**config.mk**
```make
export PLATFORM = sky130hd
export DESIGN_NAME = masked_byte_pattern_scanner
export DESIGN_NICKNAME = d
export VERILOG_FILES = /design/src/rtl/core/mbps_pkg.sv /design/src/rtl/core/mbps_cfg.sv /design/src/rtl/core/mbps_front.sv /design/src/rtl/core/mbps_queue.sv /design/src/rtl/core/mbps_back.sv /design/src/rtl/core/masked_byte_pattern_scanner.sv
export VERILOG_INCLUDE_DIRS = /design/src /design/src/rtl/core
export SDC_FILE = /design/constraint.sdc
export NUM_CORES = 2
export LEC_CHECK = 0
export BUFFER_PORTS_ARGS = -buffer_cell sky130_fd_sc_hd__buf_4
export CAP_MARGIN = 20
export CORE_ASPECT_RATIO = 0.5
export CORE_MARGIN = 10
export CORE_UTILIZATION = 44
export CTS_BUF_LIST = sky130_fd_sc_hd__clkbuf_16
export DETAILED_ROUTE_END_ITERATION = 10
export GPL_TIMING_DRIVEN = 0
export HOLD_SLACK_MARGIN = 0.02
export PLACE_DENSITY_LB_ADDON = 0.1
export REMOVE_ABC_BUFFERS = 1
export SETUP_SLACK_MARGIN = 0.4
export SLEW_MARGIN = 0
export SYNTH_ARGS = -nofsm -noshare
export SYNTH_HDL_FRONTEND = slang
export SYNTH_SLANG_ARGS = --single-unit
```
**constraint.sdc**
```tcl
create_clock -name clk -period 13.7 [get_ports clk]
set_input_delay 2.055 -clock clk [delete_from_list [all_inputs] [get_ports clk]]
set_output_delay 2.055 -clock clk [all_outputs]
set_load 0.01 [all_outputs]
```
**src/rtl/core/assert_macros.svh**
```systemverilog
// Assertion helpers shared by the scanner RTL.
// Each macro expects signals named clk and rst_n in the using module.
`ifndef ASSERT_MACROS_SVH
`define ASSERT_MACROS_SVH

// Check a property at every rising clock edge outside of reset.
`define ASSERT_CLK(label, prop, msg) \
    label: assert property (@(posedge clk) disable iff (!rst_n) prop) \
        else $error(msg);

// Check that a condition never holds outside of reset.
`define ASSERT_NEVER(label, cond, msg) \
    label: assert property (@(posedge clk) disable iff (!rst_n) !(cond)) \
        else $error(msg);

`endif

```
**src/rtl/core/mbps_pkg.sv**
```systemverilog
// ----------------------------------------------------------------------------
// mbps_pkg
// Shared types and constants of the masked byte pattern scanner: payload
// structs, configuration view, queue entry and register indexes.
// ----------------------------------------------------------------------------
package mbps_pkg;

    localparam int MAX_PATTERN = 20;
    localparam int ADDR_W      = 48;
    localparam int LEN_W       = $clog2(MAX_PATTERN + 1);
    localparam int COUNT_W     = 32;
    localparam int CAP_W       = 16;
    localparam int CFG_IDX_W   = 3;
    localparam int CFG_DATA_W  = 64;

    localparam int Q_DEPTH = 4;
    localparam int Q_PTR_W = $clog2(Q_DEPTH);
    localparam int Q_CNT_W = $clog2(Q_DEPTH + 1);

    // Configuration register indexes
    localparam logic [CFG_IDX_W-1:0] REG_PAT_LO   = 3'd0;
    localparam logic [CFG_IDX_W-1:0] REG_PAT_MID  = 3'd1;
    localparam logic [CFG_IDX_W-1:0] REG_PAT_HI   = 3'd2;
    localparam logic [CFG_IDX_W-1:0] REG_CARE     = 3'd3;
    localparam logic [CFG_IDX_W-1:0] REG_LENGTH   = 3'd4;
    localparam logic [CFG_IDX_W-1:0] REG_CAPACITY = 3'd5;

    // Result kinds
    localparam logic KIND_REPORT  = 1'b0;
    localparam logic KIND_SUMMARY = 1'b1;

    typedef struct packed {
        logic [7:0]        data_byte;
        logic [ADDR_W-1:0] byte_address;
        logic              first_of_region;
        logic              last_of_region;
    } in_item_t;

    typedef struct packed {
        logic               kind;
        logic [ADDR_W-1:0]  match_address;
        logic [COUNT_W-1:0] match_number;
        logic               in_capacity;
        logic               capacity_overflowed;
        logic               last_result;
    } out_item_t;

    typedef struct packed {
        logic [MAX_PATTERN-1:0][7:0] pattern;
        logic [MAX_PATTERN-1:0]      care;
        logic [LEN_W-1:0]            length;
        logic [CAP_W-1:0]            capacity;
    } cfg_t;

    // Classified byte handed from the front part to the back part
    typedef struct packed {
        logic              hit;
        logic              first;
        logic              last;
        logic [ADDR_W-1:0] start;
    } entry_t;

endpackage

```
**src/rtl/core/mbps_cfg.sv**
```systemverilog
// ----------------------------------------------------------------------------
// mbps_cfg
// Configuration register file: pattern bytes, care mask, pattern length and
// result capacity, written through a valid/ready port.
// ----------------------------------------------------------------------------
module mbps_cfg (
    input  logic                               clk,
    input  logic                               rst_n,
    input  logic                               cfg_valid,
    output logic                               cfg_ready,
    input  logic [mbps_pkg::CFG_IDX_W-1:0]     cfg_index,
    input  logic [mbps_pkg::CFG_DATA_W-1:0]    cfg_data,
    output mbps_pkg::cfg_t                     cfg
);

    logic [63:0]                      pat_lo_reg;
    logic [63:0]                      pat_mid_reg;
    logic [31:0]                      pat_hi_reg;
    logic [mbps_pkg::MAX_PATTERN-1:0] care_reg;
    logic [mbps_pkg::LEN_W-1:0]       length_reg;
    logic [mbps_pkg::CAP_W-1:0]       capacity_reg;

    // Accept every write at once
    assign cfg_ready = 1'b1;

    // Decode and store a write transaction
    always_ff @(posedge clk or negedge rst_n)
    begin
        if (!rst_n)
        begin
            pat_lo_reg   <= '0;
            pat_mid_reg  <= '0;
            pat_hi_reg   <= '0;
            care_reg     <= '1;
            length_reg   <= mbps_pkg::LEN_W'(mbps_pkg::MAX_PATTERN);
            capacity_reg <= mbps_pkg::CAP_W'(10);
        end
        else if (cfg_valid && cfg_ready)
        begin
            unique case (cfg_index)
                mbps_pkg::REG_PAT_LO:   pat_lo_reg   <= cfg_data;
                mbps_pkg::REG_PAT_MID:  pat_mid_reg  <= cfg_data;
                mbps_pkg::REG_PAT_HI:   pat_hi_reg   <= cfg_data[31:0];
                mbps_pkg::REG_CARE:     care_reg     <= cfg_data[mbps_pkg::MAX_PATTERN-1:0];
                mbps_pkg::REG_LENGTH:   length_reg   <= cfg_data[mbps_pkg::LEN_W-1:0];
                mbps_pkg::REG_CAPACITY: capacity_reg <= cfg_data[mbps_pkg::CAP_W-1:0];
                default:                ;
            endcase
        end
    end

    // Present the registers as one view, byte 0 of the pattern lowest
    assign cfg.pattern  = {pat_hi_reg, pat_mid_reg, pat_lo_reg};
    assign cfg.care     = care_reg;
    assign cfg.length   = length_reg;
    assign cfg.capacity = capacity_reg;

endmodule

```
**src/rtl/core/mbps_front.sv**
```systemverilog
// ----------------------------------------------------------------------------
// mbps_front
// Front part: shifts each accepted byte into the window, compares the window
// against the masked pattern and classifies the byte for the back part.
// ----------------------------------------------------------------------------
module mbps_front (
    input  logic                clk,
    input  logic                rst_n,
    input  logic                accept,
    input  mbps_pkg::in_item_t  item,
    input  mbps_pkg::cfg_t      cfg,
    output mbps_pkg::entry_t    entry
);

    localparam int MP = mbps_pkg::MAX_PATTERN;
    localparam int LW = mbps_pkg::LEN_W;

    logic [MP-1:0][7:0] window_reg;
    logic [MP-1:0][7:0] window_next;
    logic [LW-1:0]      fill_reg;
    logic [LW-1:0]      fill_next;
    logic [LW-1:0]      eff_len;
    logic [LW-1:0]      pidx;
    logic               all_equal;

    // Clamp the configured length to one through the window depth
    always_comb
    begin
        if (cfg.length == '0)
            eff_len = LW'(1);
        else if (cfg.length > LW'(MP))
            eff_len = LW'(MP);
        else
            eff_len = cfg.length;
    end

    // Shift the new byte in and advance the fill level
    always_comb
    begin
        window_next = {window_reg[MP-2:0], item.data_byte};
        if (item.first_of_region)
            fill_next = LW'(1);
        else if (fill_reg == LW'(MP))
            fill_next = fill_reg;
        else
            fill_next = fill_reg + LW'(1);
    end

    // Compare window slot k against pattern byte len-1-k
    always_comb
    begin
        all_equal = 1'b1;
        pidx      = '0;
        for (int k = 0; k < MP; k++)
        begin
            pidx = eff_len - LW'(1) - LW'(k);
            if ((LW'(k) < eff_len) && cfg.care[pidx] &&
                (window_next[k] != cfg.pattern[pidx]))
                all_equal = 1'b0;
        end
    end

    // Classify the byte
    always_comb
    begin
        entry.hit   = all_equal && (fill_next >= eff_len);
        entry.first = item.first_of_region;
        entry.last  = item.last_of_region;
        entry.start = item.byte_address -
                      mbps_pkg::ADDR_W'(eff_len - LW'(1));
    end

    // Clear fill level and window to zero under reset
    always_ff @(posedge clk or negedge rst_n)
    begin
        if (!rst_n)
        begin
            window_reg <= '0;
            fill_reg   <= '0;
        end
        else if (accept)
        begin
            window_reg <= window_next;
            fill_reg   <= fill_next;
        end
    end

endmodule

```
**src/rtl/core/mbps_queue.sv**
```systemverilog
// ----------------------------------------------------------------------------
// mbps_queue
// Short FIFO of classified bytes between the front and back parts.
// ----------------------------------------------------------------------------
module mbps_queue (
    input  logic              clk,
    input  logic              rst_n,
    input  logic              push,
    input  mbps_pkg::entry_t  push_entry,
    output logic              full,
    input  logic              pop,
    output logic              head_valid,
    output mbps_pkg::entry_t  head
);

    localparam int DEPTH = mbps_pkg::Q_DEPTH;
    localparam int PW    = mbps_pkg::Q_PTR_W;
    localparam int CW    = mbps_pkg::Q_CNT_W;

    mbps_pkg::entry_t store_reg [DEPTH];
    logic [PW-1:0]    wr_ptr_reg;
    logic [PW-1:0]    rd_ptr_reg;
    logic [CW-1:0]    count_reg;

    assign full       = (count_reg == CW'(DEPTH));
    assign head_valid = (count_reg != '0);
    assign head       = store_reg[rd_ptr_reg];

    // Advance pointers and occupancy
    always_ff @(posedge clk or negedge rst_n)
    begin
        if (!rst_n)
        begin
            wr_ptr_reg <= '0;
            rd_ptr_reg <= '0;
            count_reg  <= '0;
        end
        else
        begin
            if (push)
                wr_ptr_reg <= wr_ptr_reg + PW'(1);
            if (pop)
                rd_ptr_reg <= rd_ptr_reg + PW'(1);
            if (push && !pop)
                count_reg <= count_reg + CW'(1);
            else if (pop && !push)
                count_reg <= count_reg - CW'(1);
        end
    end

    // Store the pushed entry
    always_ff @(posedge clk)
    begin
        if (push)
            store_reg[wr_ptr_reg] <= push_entry;
    end

endmodule

```
**src/rtl/core/mbps_back.sv**
```systemverilog
// ----------------------------------------------------------------------------
// mbps_back
// Back part: keeps the running match count, turns queued entries into match
// reports and region summaries, and holds them in the output register.
// ----------------------------------------------------------------------------
`include "assert_macros.svh"

module mbps_back (
    input  logic                clk,
    input  logic                rst_n,
    input  mbps_pkg::cfg_t      cfg,
    input  logic                head_valid,
    input  mbps_pkg::entry_t    head,
    output logic                pop,
    output logic                res_valid,
    input  logic                res_stall,
    output mbps_pkg::out_item_t res_item
);

    localparam int NW = mbps_pkg::COUNT_W;

    logic [NW-1:0]       total_reg;
    logic [NW-1:0]       total_next;
    logic                phase_reg;
    logic                phase_next;
    logic                res_valid_reg;
    logic                res_valid_next;
    mbps_pkg::out_item_t res_reg;
    mbps_pkg::out_item_t res_next;
    logic                can_load;
    logic                emit;
    logic [NW-1:0]       cur_total;
    logic [NW-1:0]       inc_total;
    logic [NW-1:0]       cap_ext;
    logic                head_pending;
    logic                report_held;
    logic                summary_held;
    logic                summary_clean;

    assign can_load  = !res_valid_reg || !res_stall;
    assign cap_ext   = NW'(cfg.capacity);
    // Clear the count on a region's first byte unless its report already went
    assign cur_total = (head.first && !phase_reg) ? '0 : total_reg;
    assign inc_total = (cur_total == '1) ? cur_total : cur_total + NW'(1);

    // Choose what the head entry produces this cycle
    always_comb
    begin
        pop        = 1'b0;
        emit       = 1'b0;
        phase_next = phase_reg;
        total_next = total_reg;
        res_next   = res_reg;
        if (head_valid)
        begin
            if (head.hit && !phase_reg)
            begin
                if (can_load)
                begin
                    emit                         = 1'b1;
                    res_next.kind                = mbps_pkg::KIND_REPORT;
                    res_next.match_address       = head.start;
                    res_next.match_number        = cur_total;
                    res_next.in_capacity         = (cur_total < cap_ext);
                    res_next.capacity_overflowed = 1'b0;
                    res_next.last_result         = !head.last;
                    total_next                   = inc_total;
                    if (head.last)
                        phase_next = 1'b1;
                    else
                        pop = 1'b1;
                end
            end
            else if (head.last)
            begin
                if (can_load)
                begin
                    emit                         = 1'b1;
                    res_next.kind                = mbps_pkg::KIND_SUMMARY;
                    res_next.match_address       = '0;
                    res_next.match_number        = cur_total;
                    res_next.in_capacity         = 1'b0;
                    res_next.capacity_overflowed = (cur_total > cap_ext);
                    res_next.last_result         = 1'b1;
                    total_next                   = cur_total;
                    phase_next                   = 1'b0;
                    pop                          = 1'b1;
                end
            end
            else
            begin
                // Drop a byte that yields nothing, keeping its count effect
                pop        = 1'b1;
                total_next = cur_total;
            end
        end
    end

    // Load or drain the output register
    always_comb
    begin
        if (emit)
            res_valid_next = 1'b1;
        else if (!res_stall)
            res_valid_next = 1'b0;
        else
            res_valid_next = res_valid_reg;
    end

    always_ff @(posedge clk or negedge rst_n)
    begin
        if (!rst_n)
        begin
            total_reg     <= '0;
            phase_reg     <= 1'b0;
            res_valid_reg <= 1'b0;
        end
        else
        begin
            total_reg     <= total_next;
            phase_reg     <= phase_next;
            res_valid_reg <= res_valid_next;
        end
    end

    // Hold result payload
    always_ff @(posedge clk)
    begin
        res_reg <= res_next;
    end

    assign res_valid = res_valid_reg;
    assign res_item  = res_reg;

    // Conditions checked below
    assign head_pending  = head_valid && head.hit && head.last;
    assign report_held   = res_valid_reg && (res_reg.kind == mbps_pkg::KIND_REPORT) &&
                           !res_reg.last_result;
    assign summary_held  = res_valid_reg && (res_reg.kind == mbps_pkg::KIND_SUMMARY);
    assign summary_clean = res_reg.last_result && !res_reg.in_capacity &&
                           (res_reg.match_address == '0);

    `ASSERT_CLK(a_phase_has_head, phase_reg |-> head_pending, "summary pending without entry")
    `ASSERT_CLK(a_phase_after_report, $rose(phase_reg) |-> report_held, "summary before report")
    `ASSERT_CLK(a_summary_fields, summary_held |-> summary_clean, "summary has report fields")

endmodule

```
**src/rtl/core/masked_byte_pattern_scanner.sv**
```systemverilog
// ----------------------------------------------------------------------------
// masked_byte_pattern_scanner
// Scans a byte stream for a masked pattern of up to 20 bytes and reports each
// match start address with its running number, plus a summary per region.
// ----------------------------------------------------------------------------
// One byte is taken per cycle while the queue has room. A byte's first result
// passes through a four-entry queue and then the output register before it is
// presented on the result port. The result port moves at most one result per
// cycle, so a byte that both completes a match and closes a region yields two
// results in turn; the queue absorbs such bursts and byte_stall rises only when
// it is full. Configuration is written through a port that is always ready.
module masked_byte_pattern_scanner (
    input  logic                                clk,
    input  logic                                rst_n,
    input  logic                                byte_valid,
    output logic                                byte_stall,
    input  mbps_pkg::in_item_t                  byte_item,
    output logic                                res_valid,
    input  logic                                res_stall,
    output mbps_pkg::out_item_t                 res_item,
    input  logic                                cfg_valid,
    output logic                                cfg_ready,
    input  logic [mbps_pkg::CFG_IDX_W-1:0]      cfg_index,
    input  logic [mbps_pkg::CFG_DATA_W-1:0]     cfg_data
);

    mbps_pkg::cfg_t   cfg;
    mbps_pkg::entry_t entry;
    mbps_pkg::entry_t head;
    logic             q_full;
    logic             head_valid;
    logic             pop;
    logic             accept;

    // Accept a byte transaction while the queue has room
    assign byte_stall = q_full;
    assign accept     = byte_valid && !q_full;

    mbps_cfg u_cfg (
        .clk       (clk),
        .rst_n     (rst_n),
        .cfg_valid (cfg_valid),
        .cfg_ready (cfg_ready),
        .cfg_index (cfg_index),
        .cfg_data  (cfg_data),
        .cfg       (cfg)
    );

    mbps_front u_front (
        .clk    (clk),
        .rst_n  (rst_n),
        .accept (accept),
        .item   (byte_item),
        .cfg    (cfg),
        .entry  (entry)
    );

    mbps_queue u_queue (
        .clk        (clk),
        .rst_n      (rst_n),
        .push       (accept),
        .push_entry (entry),
        .full       (q_full),
        .pop        (pop),
        .head_valid (head_valid),
        .head       (head)
    );

    mbps_back u_back (
        .clk        (clk),
        .rst_n      (rst_n),
        .cfg        (cfg),
        .head_valid (head_valid),
        .head       (head),
        .pop        (pop),
        .res_valid  (res_valid),
        .res_stall  (res_stall),
        .res_item   (res_item)
    );

endmodule
```
==> impl_results.md <==
* Grt ovf at 0
* Max rail drop VDD at 0.000136 V
* Flop-to-flop setup slack at 2.57 ns
* Initial drt markers at 4539
* Crit. End Element: flop
* Switch Pwr at 6900 uW
* Internal Power at 7050 uW
* Setup WS post-layout at 2.57 ns
* Critical R2R Launch: u_cfg.length_reg[3]
* CP delay by family, top: compound AO/OA/AOI/OAI gates
* 1st-pass router iterations at 6
* Sw frac at 49.5%
* Vias at 36949
* Final nets at 4586
* CTS tree: done
* Hold Buf Count CTS at 0
* Layout cells sized above 1 at 20.2%
* CP required at 14.11 ns
* Routed wire length at 178000 um
* Die Ht at 245 um
* Max reg flops at 204
* Setup Skew at 0.0419 ns
* R2R Path End: u_queue.store_reg[3][50]
* Seq/Total Area, Yosys at 41.7%
* Yosys warning total at 0
* Startpoint types: flop
* Die X-Extent at 471 um
* Critical Path AT at 11.54 ns
* Fmax at 0.0899 GHz
* Part of the power in registers at 26.9%
* Final setup fails at 0
* Fill cells at 9088
* Critical path's slowest cell: a221oi_2
* Hold path cells at 1
* Max FO, Critical Path at 50
* Fin area at 50900 um^2
* Setup TNS at 0 ns
* CTS Buffer Depth at 3
* DP HPWL at 134000 um
* Clock-pin slew on the worst setup and hold paths at 0.06 ns
* WL/cell at 30.8 um
* First-pass GRT wire length at 253000 um
* Fin crit period at 11.13 ns
* Clock share of power at 14.2%
* Hold Startpoint: u_queue.count_reg[2]
* CTS Buf Count at 68
* Cells on worst reg2reg path at 24
* Slowest stage delay, CP at 0.92 ns
* EDFF count, synth at 288
* Outcome: complete, no violations
* Mapped Area at 44700 um^2
* Setup Buffers After CTS at 0
* Synth Flop Type: dfrtp_1
* Power Density at 274 nW/um^2
* Comb pwr share at 59.0%
* Crit path cell chain: buf_16, o21ai_1, nand2_4, buf_16, ha_1, and2_1, a221oi_2, xnor2_2, buf_8, inv_2, ha_1, nor4bb_1, a31o_2, a2111oi_2, buf_4, and2_1, a22oi_1, a21oi_1, xor2_1, nor3_1, a31oi_1, a21oi_1, o2111ai_1, and4b_1
* Slew Limit Fails at 0
* Worst hold path type: reg2reg
* Synthesized area per cell at 10.5 um^2
* Post-route ant nets at 0
* Post-synth ARST share at 58.1%
* Largest net degree at the start of global routing at 116
* Actual slew at the worst max-slew pin at 1.35 ns
* Avg Vias per Cell at 6.41
* Initial Utilization at 44.5%
* Area grow syn2layout at 13.8%
* # resized after CTS at 0
* # DRC at 0
* Max-Cap Viols at 0
* Core ar. at 100000 um^2
* Total clock sinks at 687
* RSZ-0062 raised after global routing: no
* Pleak at 0.0212 uW
* RePlAce Congestion at 1.00
* Post-synthesis cell count at 4257
* IO Pins at 217
* # H-tree levels at 3
* Worst Hold Path EP: u_queue.count_reg[2]
* Post-Place Setup Slack at 3.24 ns
* GRT Resource Usage Total at 29.6%
* Post-synth cell types at 97
* Antenna violations before repair at 16
* CP Buf/Inv Count at 5
* Synth Register Bits at 687
* Hold Fails Final Rpt at 0
* Vias in the first global route at 34885
* Worst-skew pair later-pin latency at 0.71 ns
* Area after DPL at 48500 um^2
* PortBufs at 215
* Crit path kind: reg2reg
* Row cnt at 82
* Crit share post-route at 81.2%
* Die ar. at 116000 um^2
* Clk root buf: clkbuf_16
* Tightest slew margin relative to the limit at 7.45%
[layout make-up]
cell class                 count  area (um^2)  share of cell area (%)
antenna                        4         10.0                  0.0197
clock buffer                  68         1700                    3.34
clock inverter                57          563                    1.11
inverter                      88          350                   0.689
multi-input combinational   3205        24800                    48.7
sequential                   687        18700                    36.7
tap                         1344         1680                    3.30
timing repair buffer         312         3120                    6.13
[logic make-up (layout without fill, tap and decap cells)]
kind of cell	Yosys count	after routing	share of synthesized area, %
xor gates and xnor gates	236	236	4.62
and+or+nand+nor	1338	1338	13.9
other	1	5	0.00839
adders and majority gates	94	94	2.66
DFF	687	687	41.7
AOI/OAI and AO/OA	792	792	12.4
muxes	744	744	21.2
buffers and inverters	365	525	3.39
[worst max path at each step]
stage	cells past startpoint	slack, ns	from	end
3_3_place_gp	13	-4.17	u_cfg.length_reg[3]	u_queue.store_reg[2][50]
6_report	24	2.57	u_cfg.length_reg[3]	u_queue.store_reg[3][50]
5_1_grt	24	2.70	u_cfg.length_reg[3]	u_queue.store_reg[3][50]
2_1_floorplan	13	3.13	u_cfg.length_reg[3]	u_queue.store_reg[0][50]
4_1_cts	23	3.20	u_cfg.length_reg[4]	u_queue.store_reg[3][50]
3_5_place_dp	23	3.24	u_cfg.length_reg[4]	u_queue.store_reg[3][50]
[Yosys cell counts (46+ instances only)]
cell	instances	area share, %
dfrtp_1	375	21
nor3_1	62	0.69
and2_1	51	0.71
ha_1	92	2.6
nand4_1	46	0.64
a21oi_1	131	1.5
clkbuf_1	178	1.5
and3_1	92	1.3
a31oi_1	59	0.83
nor2_1	165	1.4
mux2_2	239	6.0
nand3_1	81	0.91
xnor2_1	131	2.6
edfxtp_1	288	19
mux2i_1	364	8.1
xor2_1	105	2.1
mux4_2	139	7.0
o21ai_0	143	1.6
nand2_1	689	5.8
inv_1	78	0.65
[power by group through the flow]
stage | clock network (uW) | registers (uW) | logic, uW
finish | 1980 | 3750 | 8230
global placement | 0 | 3860 | 7590
CTS | 2010 | 3750 | 7940
detailed placement | 0 | 3780 | 7900
floorplan | 0 | 3530 | 4750
global route | 2100 | 3810 | 8630
[cell usage in the layout, fill, tap and decap left out, types with 18 or more instances in the layout]
master | synthesis | final
nand2_1 | 689 | 687
dfrtp_1 | 375 | 373
mux2i_1 | 364 | 361
edfxtp_1 | 288 | 288
mux2_2 | 239 | 239
buf_4 | 17 | 239
nor2_1 | 165 | 163
o21ai_0 | 143 | 143
mux4_2 | 139 | 139
a21oi_1 | 131 | 130
xnor2_1 | 131 | 127
xor2_1 | 105 | 105
inv_1 | 78 | 93
and3_1 | 92 | 92
ha_1 | 92 | 90
nand3_1 | 81 | 81
clkbuf_16 | 0 | 68
nor3_1 | 62 | 59
a31oi_1 | 59 | 57
and2_1 | 51 | 47
nand4_1 | 46 | 46
a22oi_1 | 34 | 34
a211oi_1 | 34 | 32
a21o_1 | 32 | 31
o22ai_1 | 31 | 31
buf_6 | 4 | 27
a221oi_1 | 26 | 25
o32ai_1 | 25 | 25
o21a_1 | 24 | 24
dfstp_2 | 24 | 24
nand2b_1 | 24 | 23
nor4_1 | 23 | 23
buf_16 | 0 | 23
o31ai_1 | 23 | 22
o211ai_1 | 22 | 22
nor2b_1 | 19 | 18
a222oi_1 | 18 | 18
a22o_1 | 18 | 18
a311oi_1 | 18 | 18
[per-stage QoR]
stage / utilization, % / hold slack, ns / cells / power [uW]
final: 50.7 / 0.482 / 5765 / 14000
after global routing: 50.7 / 0.500 / 5762 / 14500
after CTS: 50.5 / 0.484 / 5748 / 13700
after detailed placement: 48.3 / 0.475 / 5623 / 11700
after global placement: 46.6 / 0.467 / 5539 / 11400
after floorplan: - / 0.448 / 3980 / 8280
[layer usage]
metal / global-route usage, % / up-vias / routed length [um]
met3: 9.12 / 301 / 19200
met2: 43.8 / 1680 / 75100
met5: 0 / - / 50
met4: 9.50 / 8 / 6790
li1: - / 16151 / -
met1: 41.4 / 18809 / 76500
(Power assumes the default switching activity.)
